==> src/design/cfst_pkg.sv <==
// Shared types, constants and helpers for the CAN frame to slcan text encoder.
package cfst_pkg;

   localparam int IdWidth      = 29;
   localparam int DlcWidth     = 4;
   localparam int PayloadWidth = 64;
   localparam int CharWidth    = 8;
   localparam int CntWidth     = 4;

   localparam logic [DlcWidth-1:0]  MaxBytes   = 4'd8;
   localparam logic [CntWidth-1:0]  StdIdLast  = 4'd2;
   localparam logic [CntWidth-1:0]  ExtIdLast  = 4'd7;
   localparam logic [CharWidth-1:0] CharCr     = 8'h0D;
   localparam logic [CharWidth-1:0] CharLowR   = 8'h72;
   localparam logic [CharWidth-1:0] CharLowT   = 8'h74;
   localparam logic [CharWidth-1:0] CaseOffset = 8'd32;
   localparam logic [CharWidth-1:0] DigitBase  = 8'h30;
   localparam logic [CharWidth-1:0] AlphaBase  = 8'h37;
   localparam logic [3:0]           NibbleTen  = 4'hA;

   typedef enum logic [2:0] {
      ST_IDLE,
      ST_TYPE,
      ST_ID,
      ST_LEN,
      ST_DATA,
      ST_CR
   } state_type;

   typedef enum logic [2:0] {
      CNT_HOLD,
      CNT_ZERO,
      CNT_DEC,
      CNT_INC
   } cnt_op_type;

   typedef enum logic [2:0] {
      SEL_TYPE,
      SEL_ID,
      SEL_LEN,
      SEL_DATA,
      SEL_CR
   } char_sel_type;

   typedef struct packed {
      logic         load;
      cnt_op_type   cnt_op;
      char_sel_type sel;
   } dp_cmd_type;

   typedef struct packed {
      logic id_last;
      logic len_zero;
      logic data_last;
   } dp_status_type;

   function automatic logic [CharWidth-1:0] hex_char(input logic [3:0] nib);
      if (nib < NibbleTen)
         return DigitBase + {4'd0, nib};
      else
         return AlphaBase + {4'd0, nib};
   endfunction

endpackage

==> src/design/cfst_ctrl.sv <==
// Sequencer that walks the fields of one slcan line, one character per transfer.
module cfst_ctrl (
   input  logic                   clock,
   input  logic                   reset,
   input  logic                   req_valid,
   output logic                   req_ready,
   output logic                   rsp_valid,
   input  logic                   rsp_ready,
   output logic                   rsp_last,
   input  cfst_pkg::dp_status_type status,
   output cfst_pkg::dp_cmd_type    cmd
);
   import cfst_pkg::*;

   state_type state_ff, state_in;
   logic      advance;

   assign advance = (state_ff != ST_IDLE) && rsp_ready;

   always_ff @(posedge clock) begin
      if (reset)
         state_ff <= ST_IDLE;
      else
         state_ff <= state_in;
   end

   always_comb begin
      state_in = state_ff;
      unique case (state_ff)
         ST_IDLE: if (req_valid) state_in = ST_TYPE;
         ST_TYPE: if (advance) state_in = ST_ID;
         ST_ID:   if (advance && status.id_last) state_in = ST_LEN;
         ST_LEN: begin
            if (advance)
               state_in = status.len_zero ? ST_CR : ST_DATA;
         end
         ST_DATA: if (advance && status.data_last) state_in = ST_CR;
         ST_CR: begin
            if (advance)
               state_in = req_valid ? ST_TYPE : ST_IDLE;
         end
         default: state_in = ST_IDLE;
      endcase
   end

   always_comb begin
      req_ready  = 1'b0;
      rsp_valid  = 1'b1;
      rsp_last   = 1'b0;
      cmd.cnt_op = CNT_HOLD;
      cmd.sel    = SEL_TYPE;
      unique case (state_ff)
         ST_IDLE: begin
            req_ready = 1'b1;
            rsp_valid = 1'b0;
         end
         ST_TYPE: cmd.sel = SEL_TYPE;
         ST_ID: begin
            cmd.sel = SEL_ID;
            if (advance)
               cmd.cnt_op = status.id_last ? CNT_ZERO : CNT_DEC;
         end
         ST_LEN: cmd.sel = SEL_LEN;
         ST_DATA: begin
            cmd.sel = SEL_DATA;
            if (advance)
               cmd.cnt_op = CNT_INC;
         end
         ST_CR: begin
            cmd.sel   = SEL_CR;
            rsp_last  = 1'b1;
            req_ready = rsp_ready;
         end
         default: rsp_valid = 1'b0;
      endcase
      cmd.load = req_valid && req_ready;
   end

endmodule

==> src/design/cfst_dp.sv <==
// Frame registers, digit counter and character select for the slcan encoder.
module cfst_dp (
   input  logic                                clock,
   input  logic [cfst_pkg::IdWidth-1:0]        req_frame_id,
   input  logic                                req_extended,
   input  logic                                req_remote,
   input  logic [cfst_pkg::DlcWidth-1:0]       req_dlc,
   input  logic [cfst_pkg::PayloadWidth-1:0]   req_payload,
   input  cfst_pkg::dp_cmd_type                 cmd,
   output cfst_pkg::dp_status_type              status,
   output logic [cfst_pkg::CharWidth-1:0]      rsp_text_char
);
   import cfst_pkg::*;

   logic [IdWidth-1:0]      id_ff;
   logic                    ext_ff;
   logic                    rtr_ff;
   logic [DlcWidth-1:0]     len_ff;
   logic [PayloadWidth-1:0] data_ff;
   logic [CntWidth-1:0]     cnt_ff, cnt_in;
   logic [DlcWidth-1:0]     len_m1;
   logic [31:0]             id_wide;
   logic [3:0]              id_nib;
   logic [3:0]              data_nib;
   logic [CharWidth-1:0]    type_char;

   always_ff @(posedge clock) begin
      if (cmd.load) begin
         id_ff   <= req_frame_id;
         ext_ff  <= req_extended;
         rtr_ff  <= req_remote;
         len_ff  <= (req_dlc > MaxBytes) ? MaxBytes : req_dlc;
         data_ff <= req_payload;
      end
      cnt_ff <= cnt_in;
   end

   always_comb begin
      case (cmd.cnt_op)
         CNT_ZERO: cnt_in = '0;
         CNT_DEC:  cnt_in = cnt_ff - 1'b1;
         CNT_INC:  cnt_in = cnt_ff + 1'b1;
         default:  cnt_in = cnt_ff;
      endcase
      // first id digit index, taken straight from the input on a load
      if (cmd.load)
         cnt_in = req_extended ? ExtIdLast : StdIdLast;
   end

   assign len_m1           = len_ff - 1'b1;
   assign status.id_last   = (cnt_ff == '0);
   assign status.len_zero  = (len_ff == '0);
   // last nibble index is 2*len-1
   assign status.data_last = (cnt_ff == {len_m1[2:0], 1'b1});

   assign id_wide  = {{(32-IdWidth){1'b0}}, id_ff};
   assign id_nib   = id_wide[cnt_ff[2:0]*4 +: 4];
   // high nibble of a byte comes first
   assign data_nib = data_ff[{cnt_ff[3:1], ~cnt_ff[0]}*4 +: 4];

   always_comb begin
      type_char = rtr_ff ? CharLowR : CharLowT;
      if (ext_ff)
         type_char = type_char - CaseOffset;
   end

   always_comb begin
      unique case (cmd.sel)
         SEL_TYPE: rsp_text_char = type_char;
         SEL_ID:   rsp_text_char = hex_char(id_nib);
         SEL_LEN:  rsp_text_char = hex_char(len_ff);
         SEL_DATA: rsp_text_char = hex_char(data_nib);
         SEL_CR:   rsp_text_char = CharCr;
         default:  rsp_text_char = CharCr;
      endcase
   end

endmodule

==> src/design/can_frame_to_slcan_text_core.sv <==
// Top level of the CAN frame to slcan ASCII line encoder.
//
//   channel | direction | ports
//   --------+-----------+---------------------------------------------------
//   req     | in        | frame_id[28:0] extended remote dlc[3:0] payload[63:0]
//   rsp     | out       | text_char[7:0] last
//
// One character per cycle while rsp_ready is high: a line is 2*len + id digits + 3 characters (6 to 27).
// The next frame is taken in the cycle its predecessor's carriage return transfers,
// so frames stream with no gap; the line sequencer handles one frame at a time.
// A stalled rsp_ready holds the current character and the sequencer.
// Reset (synchronous, active high) returns the sequencer to idle.
module can_frame_to_slcan_text_core (
   input  logic                                clock,
   input  logic                                reset,
   input  logic                                req_valid,
   output logic                                req_ready,
   input  logic [cfst_pkg::IdWidth-1:0]        req_frame_id,
   input  logic                                req_extended,
   input  logic                                req_remote,
   input  logic [cfst_pkg::DlcWidth-1:0]       req_dlc,
   input  logic [cfst_pkg::PayloadWidth-1:0]   req_payload,
   output logic                                rsp_valid,
   input  logic                                rsp_ready,
   output logic [cfst_pkg::CharWidth-1:0]      rsp_text_char,
   output logic                                rsp_last
);
   import cfst_pkg::*;

   dp_cmd_type    cmd;
   dp_status_type status;

   cfst_ctrl u_ctrl (
      .clock     (clock),
      .reset     (reset),
      .req_valid (req_valid),
      .req_ready (req_ready),
      .rsp_valid (rsp_valid),
      .rsp_ready (rsp_ready),
      .rsp_last  (rsp_last),
      .status    (status),
      .cmd       (cmd)
   );

   cfst_dp u_dp (
      .clock         (clock),
      .req_frame_id  (req_frame_id),
      .req_extended  (req_extended),
      .req_remote    (req_remote),
      .req_dlc       (req_dlc),
      .req_payload   (req_payload),
      .cmd           (cmd),
      .status        (status),
      .rsp_text_char (rsp_text_char)
   );

   // a new frame always opens with its type letter
   a_accept_starts_line: assert property (@(posedge clock) disable iff (reset)
      req_valid && req_ready |=> rsp_valid && !rsp_last)
      else $error("accepted frame did not start a line");

   // no frame taken in the middle of a line
   a_no_accept_mid_line: assert property (@(posedge clock) disable iff (reset)
      rsp_valid && !rsp_last |-> !req_ready)
      else $error("frame accepted mid line");

   // line ends and nothing waits: go idle
   a_idle_after_last: assert property (@(posedge clock) disable iff (reset)
      rsp_valid && rsp_ready && rsp_last && !req_valid |=> !rsp_valid)
      else $error("output stayed valid after the line ended");

   // stalled character holds
   a_stall_holds_char: assert property (@(posedge clock) disable iff (reset)
      rsp_valid && !rsp_ready |=> $stable(rsp_text_char) && $stable(rsp_last))
      else $error("character changed under a stall");

endmodule

==> config.mk <==
export PLATFORM = sky130hd
export DESIGN_NAME = can_frame_to_slcan_text_core
export DESIGN_NICKNAME = d
export VERILOG_FILES = /design/src/design/cfst_pkg.sv /design/src/design/cfst_ctrl.sv /design/src/design/cfst_dp.sv /design/src/design/can_frame_to_slcan_text_core.sv
export SDC_FILE = /design/constraint.sdc
export NUM_CORES = 1
export LEC_CHECK = 0
export BUFFER_PORTS_ARGS = -buffer_cell sky130_fd_sc_hd__buf_2
export CORE_MARGIN = 1.5
export CORE_UTILIZATION = 56
export CTS_BUF_LIST = sky130_fd_sc_hd__clkbuf_8
export CTS_CLUSTER_SIZE = 14
export DETAILED_ROUTE_END_ITERATION = 10
export HOLD_SLACK_MARGIN = 0.08
export PLACE_DENSITY = 0.83
export SLEW_MARGIN = 40
export SYNTH_ARGS = -nofsm -noshare
export SYNTH_HDL_FRONTEND = slang
export SYNTH_SLANG_ARGS = --single-unit
==> constraint.sdc <==
create_clock -name clock -period 4.7 [get_ports clock]
set_input_delay 0.94 -clock clock [delete_from_list [all_inputs] [get_ports clock]]
set_output_delay 0.94 -clock clock [all_outputs]
set_load 0.01 [all_outputs]
==> results.md <==
- PortBufs: ~110
- Synth top cells by count: edfxtp_1, o21ai_0, a21oi_1, nand2_1, nor2_1
- Unrepaired setup endpoints after global routing: no
- CP peak stage delay: around 0.62 ns
- Final nets: 557
- Crit. Startpoint: u_dp.cnt_ff[0]
- Global-route track usage on met3: 3.107%
- H-tree Lvls: 3
- Initial drt markers: ~200
- Number of fill cells: 631
- Cts hold-fix bufs: 0
- Mean Syn Cell Area: approximately 15 sq um
- Setup ws final: approximately 0.43 ns
- TNS Setup: 0 ns
- CP Data Required Time: about 3.8 ns
- Routed WL: between 9000 and 10,000 um
- Max_cap viols: 0
- Post-Syn Nets: between 400 and 500
- CP arrival: around 3.3 ns
- Setup violators final: 0
- Vias in the first global route: 3,084
- Final hold vios: 0
- Gr ovfl total: 0
- CP Depth: 11
- Largest net degree at the start of global routing: between 80 and 90
- Highest clock rate: 234.5 MHz
- Critical path's most frequent cell: o21ai_0
- Worst Hold Launch: u_ctrl.state_ff[0]
- ANT nets after route: 0
- Slew @ Worst Pin: roughly 0.75 ns
- Critical path launch point type: register
- DP Wirelength: 6818 um
- Clock sinks: 106
- GRT Overall Usage: 20.10%
- Area of the multi-input gates: between 0.0015 and 0.002 sq mm
- First-pass GRT wire length: around 15,000 um
- Power density cells: around 410 mW/mm^2
- Fin crit share: between 90 and 100%
- Starting density of the core: 57.08%
- Post-route cell area: about 0.0057 sq mm
- Count leader, synth: edfxtp_1
- Synth top area cells: edfxtp_1, mux4_1, mux4_2
- RePlAce Congestion: a little over 0.9
- Maximum vdd drop: approximately 0.22 mV
- CTS tree: built
- Critical-path cell list: buf_4 > or2b_1 > o22ai_1 > o21ai_0 > o21ai_0 > ha_1 > o311ai_0 > o211ai_1 > o21ai_0 > o21a_1 > buf_2
- Clk slew on worst S/H paths: approximately 0.10 ns
- CTS root buf: clkbuf_8
- Final Skew: roughly 0.012 ns
- Mapped cell area: a little under 0.005 sq mm
- Hold Slack: about 0.73 ns
- FP Rows: 34
- Antenna violations before repair: 0
- Worst skew pair latency: around 0.35 ns
- Min cycle time layout: approximately 4.3 ns
- #FFs+latches synth: about 110
- Worst R2R Path Depth: 13
- Post-synth EDFFs: approximately 100
- Final Max Slew Viols: 0
- Critical path peak fanout: 13
- Area delta synth->final: 16.24%
- ANT cells: 0
- Slowest cell on crit path: edfxtp_1
- FFs w/ async S/R, synth: 0%
- Pre-CTS setup slack: roughly 0.85 ns
- Area after DPL: about 0.0056 sq mm
- GR peak layer: met2
- Chip height: approximately 97 um
- Slew margin rel.: between 40% and 50%
- Met2 usage: between 30% and 40%
- Worst Hold Path Cells: 2
- Post-CTS setup buffer count: 0
- Largest area contributor in the netlist: edfxtp_1
- Pre-antenna DRT Iters: 4
- Sequential share of the synthesized area: 63.96%
- R2r startpoint: u_ctrl.state_ff[1]
- Die Wd: 96.83 um
- Yosys cell types: a little under 60
- Avg Vias per Cell: 5.670
- WL/cell: approximately 17 um
- Die area: between 0.009 and 0.01 sq mm
- Register area: roughly 0.0032 sq mm
- Crit end category: output port
- Post-cts gate resize count: 0
- Yosys warns: 0
- Outcome: finished clean
- Area share of the largest cell type after synthesis: between 60% and 70%
- LEAKAGE: ~2.2 nW
- Hold WC Path Type: register to register
- Worst setup path class: register to output port
- Met1 Usage GRT: a little over a quarter
- Post-route DRC: 0
- Max Buffers Root-to-Sink: 2
- CORE AREA: 0.008636 sq mm
- Top_reg_cell synth: edfxtp_1
- Cts bufs inserted: 9
- Bufs and invs on worst path: 2
- Vias: 3,164
- Post-Synthesis Cells: approximately 340
- Top Ports: roughly 110
- Final core utilization: between 60% and 70%
- Layout cell share with drive strength beyond 1: a little over a third
- Crit-path leading delay family: compound AO/OA/AOI/OAI gates
-- per-layer routing --
metal | routed length, um | vias up | share of wire, %
met3 | 503 | 13 | 5.4
met1 | 4034 | 1491 | 43
met5 | 0 | - | 0
met4 | 159 | 0 | 1.7
li1 | - | 1529 | -
met2 | 4611 | 131 | 50
-- power by group --
part           internal, W  total (W)  switching, W
clock             0.000197   0.000499      0.000302
combinational     0.000264   0.000585      0.000321
sequential         0.00118    0.00125     0.0000697
total              0.00164    0.00233      0.000693
-- placed cells by master (no fill, tap or decap), types with 2 or more instances in the layout --
cell type  Yosys  final
a21oi_1       18     18
o2bb2ai_1      2      2
a22oi_1        4      4
o21ai_1        2      2
or2_2          2      2
ha_1           7      7
or3_1          3      3
mux4_1         6      6
nand2b_1       2      2
dfxtp_1        3      3
mux2_2        13     13
o21ai_0       19     19
nand3_1        2      2
nand3b_1       4      4
inv_1         13     12
o21a_1         2      2
a31oi_1        5      5
nand2_1       15     15
o22ai_1        8      8
clkinv_1       2      2
o211ai_1       3      3
nor3_1         5      5
nor2b_1        6      6
xnor2_1        8      8
mux2i_1       12     12
buf_2          2    112
clkbuf_8       0      9
mux4_2         7      7
buf_4          6      5
clkinv_2       1      2
edfxtp_1     103    103
nor2_1        15     15
a211oi_1       2      2
inv_6          0      3
-- state kept, by name (all words and copies together), names as in the netlist --
register,cells
u_dp.cnt_ff,4
u_dp.ext_ff,1
u_dp.data_ff,64
u_dp.rtr_ff,1
u_ctrl.state_ff,3
u_dp.id_ff,29
u_dp.len_ff,4
-- worst register-to-register path, cell delays in order, from the launching register on --
cell	delay [ns]
dfxtp_1	0.59
clkinv_1	0.33
nor2_1	0.44
a21oi_1	0.13
nor2_1	0.15
ha_1	0.31
inv_1	0.10
ha_1	0.28
a21o_1	0.18
a21oi_1	0.19
xnor2_1	0.16
nor3b_1	0.07
a21oi_1	0.13
nor2_1	0.06
-- worst paths after layout --
path,end,slack (ns)
max,rsp_text_char[6],0.43
max reg2reg,u_dp.cnt_ff[3],1.32
min,u_ctrl.state_ff[2],0.73
min reg2reg,u_ctrl.state_ff[2],0.73
-- cell type report --
class                      count  area share [%]
tap                          108           2.358
timing repair buffer         117           10.44
sequential                   106           55.02
clock buffer                   9           2.162
inverter                      16           1.157
clock inverter                 6          0.8734
multi-input combinational    196           27.99
-- cells by family after synthesis --
family / Yosys count / share of synthesized area, %
other: 1 / 0.07607
muxes: 38 / 11.80
xor gates and xnor gates: 9 / 1.599
DFF: 106 / 63.96
buffers and inverters: 34 / 3.502
AOI/OAI and AO/OA: 80 / 10.61
adders and majority gates: 8 / 2.183
and+or+nand+nor: 60 / 6.269
-- through the flow --
stage / std cells / power (W)
after global placement: 543 / 0.001826
final: 558 / 0.002330
after global routing: 558 / 0.002443
after CTS: 558 / 0.002345
after detailed placement: 543 / 0.001849
after floorplan: 336 / 0.001692
(Power assumes the default switching activity.)
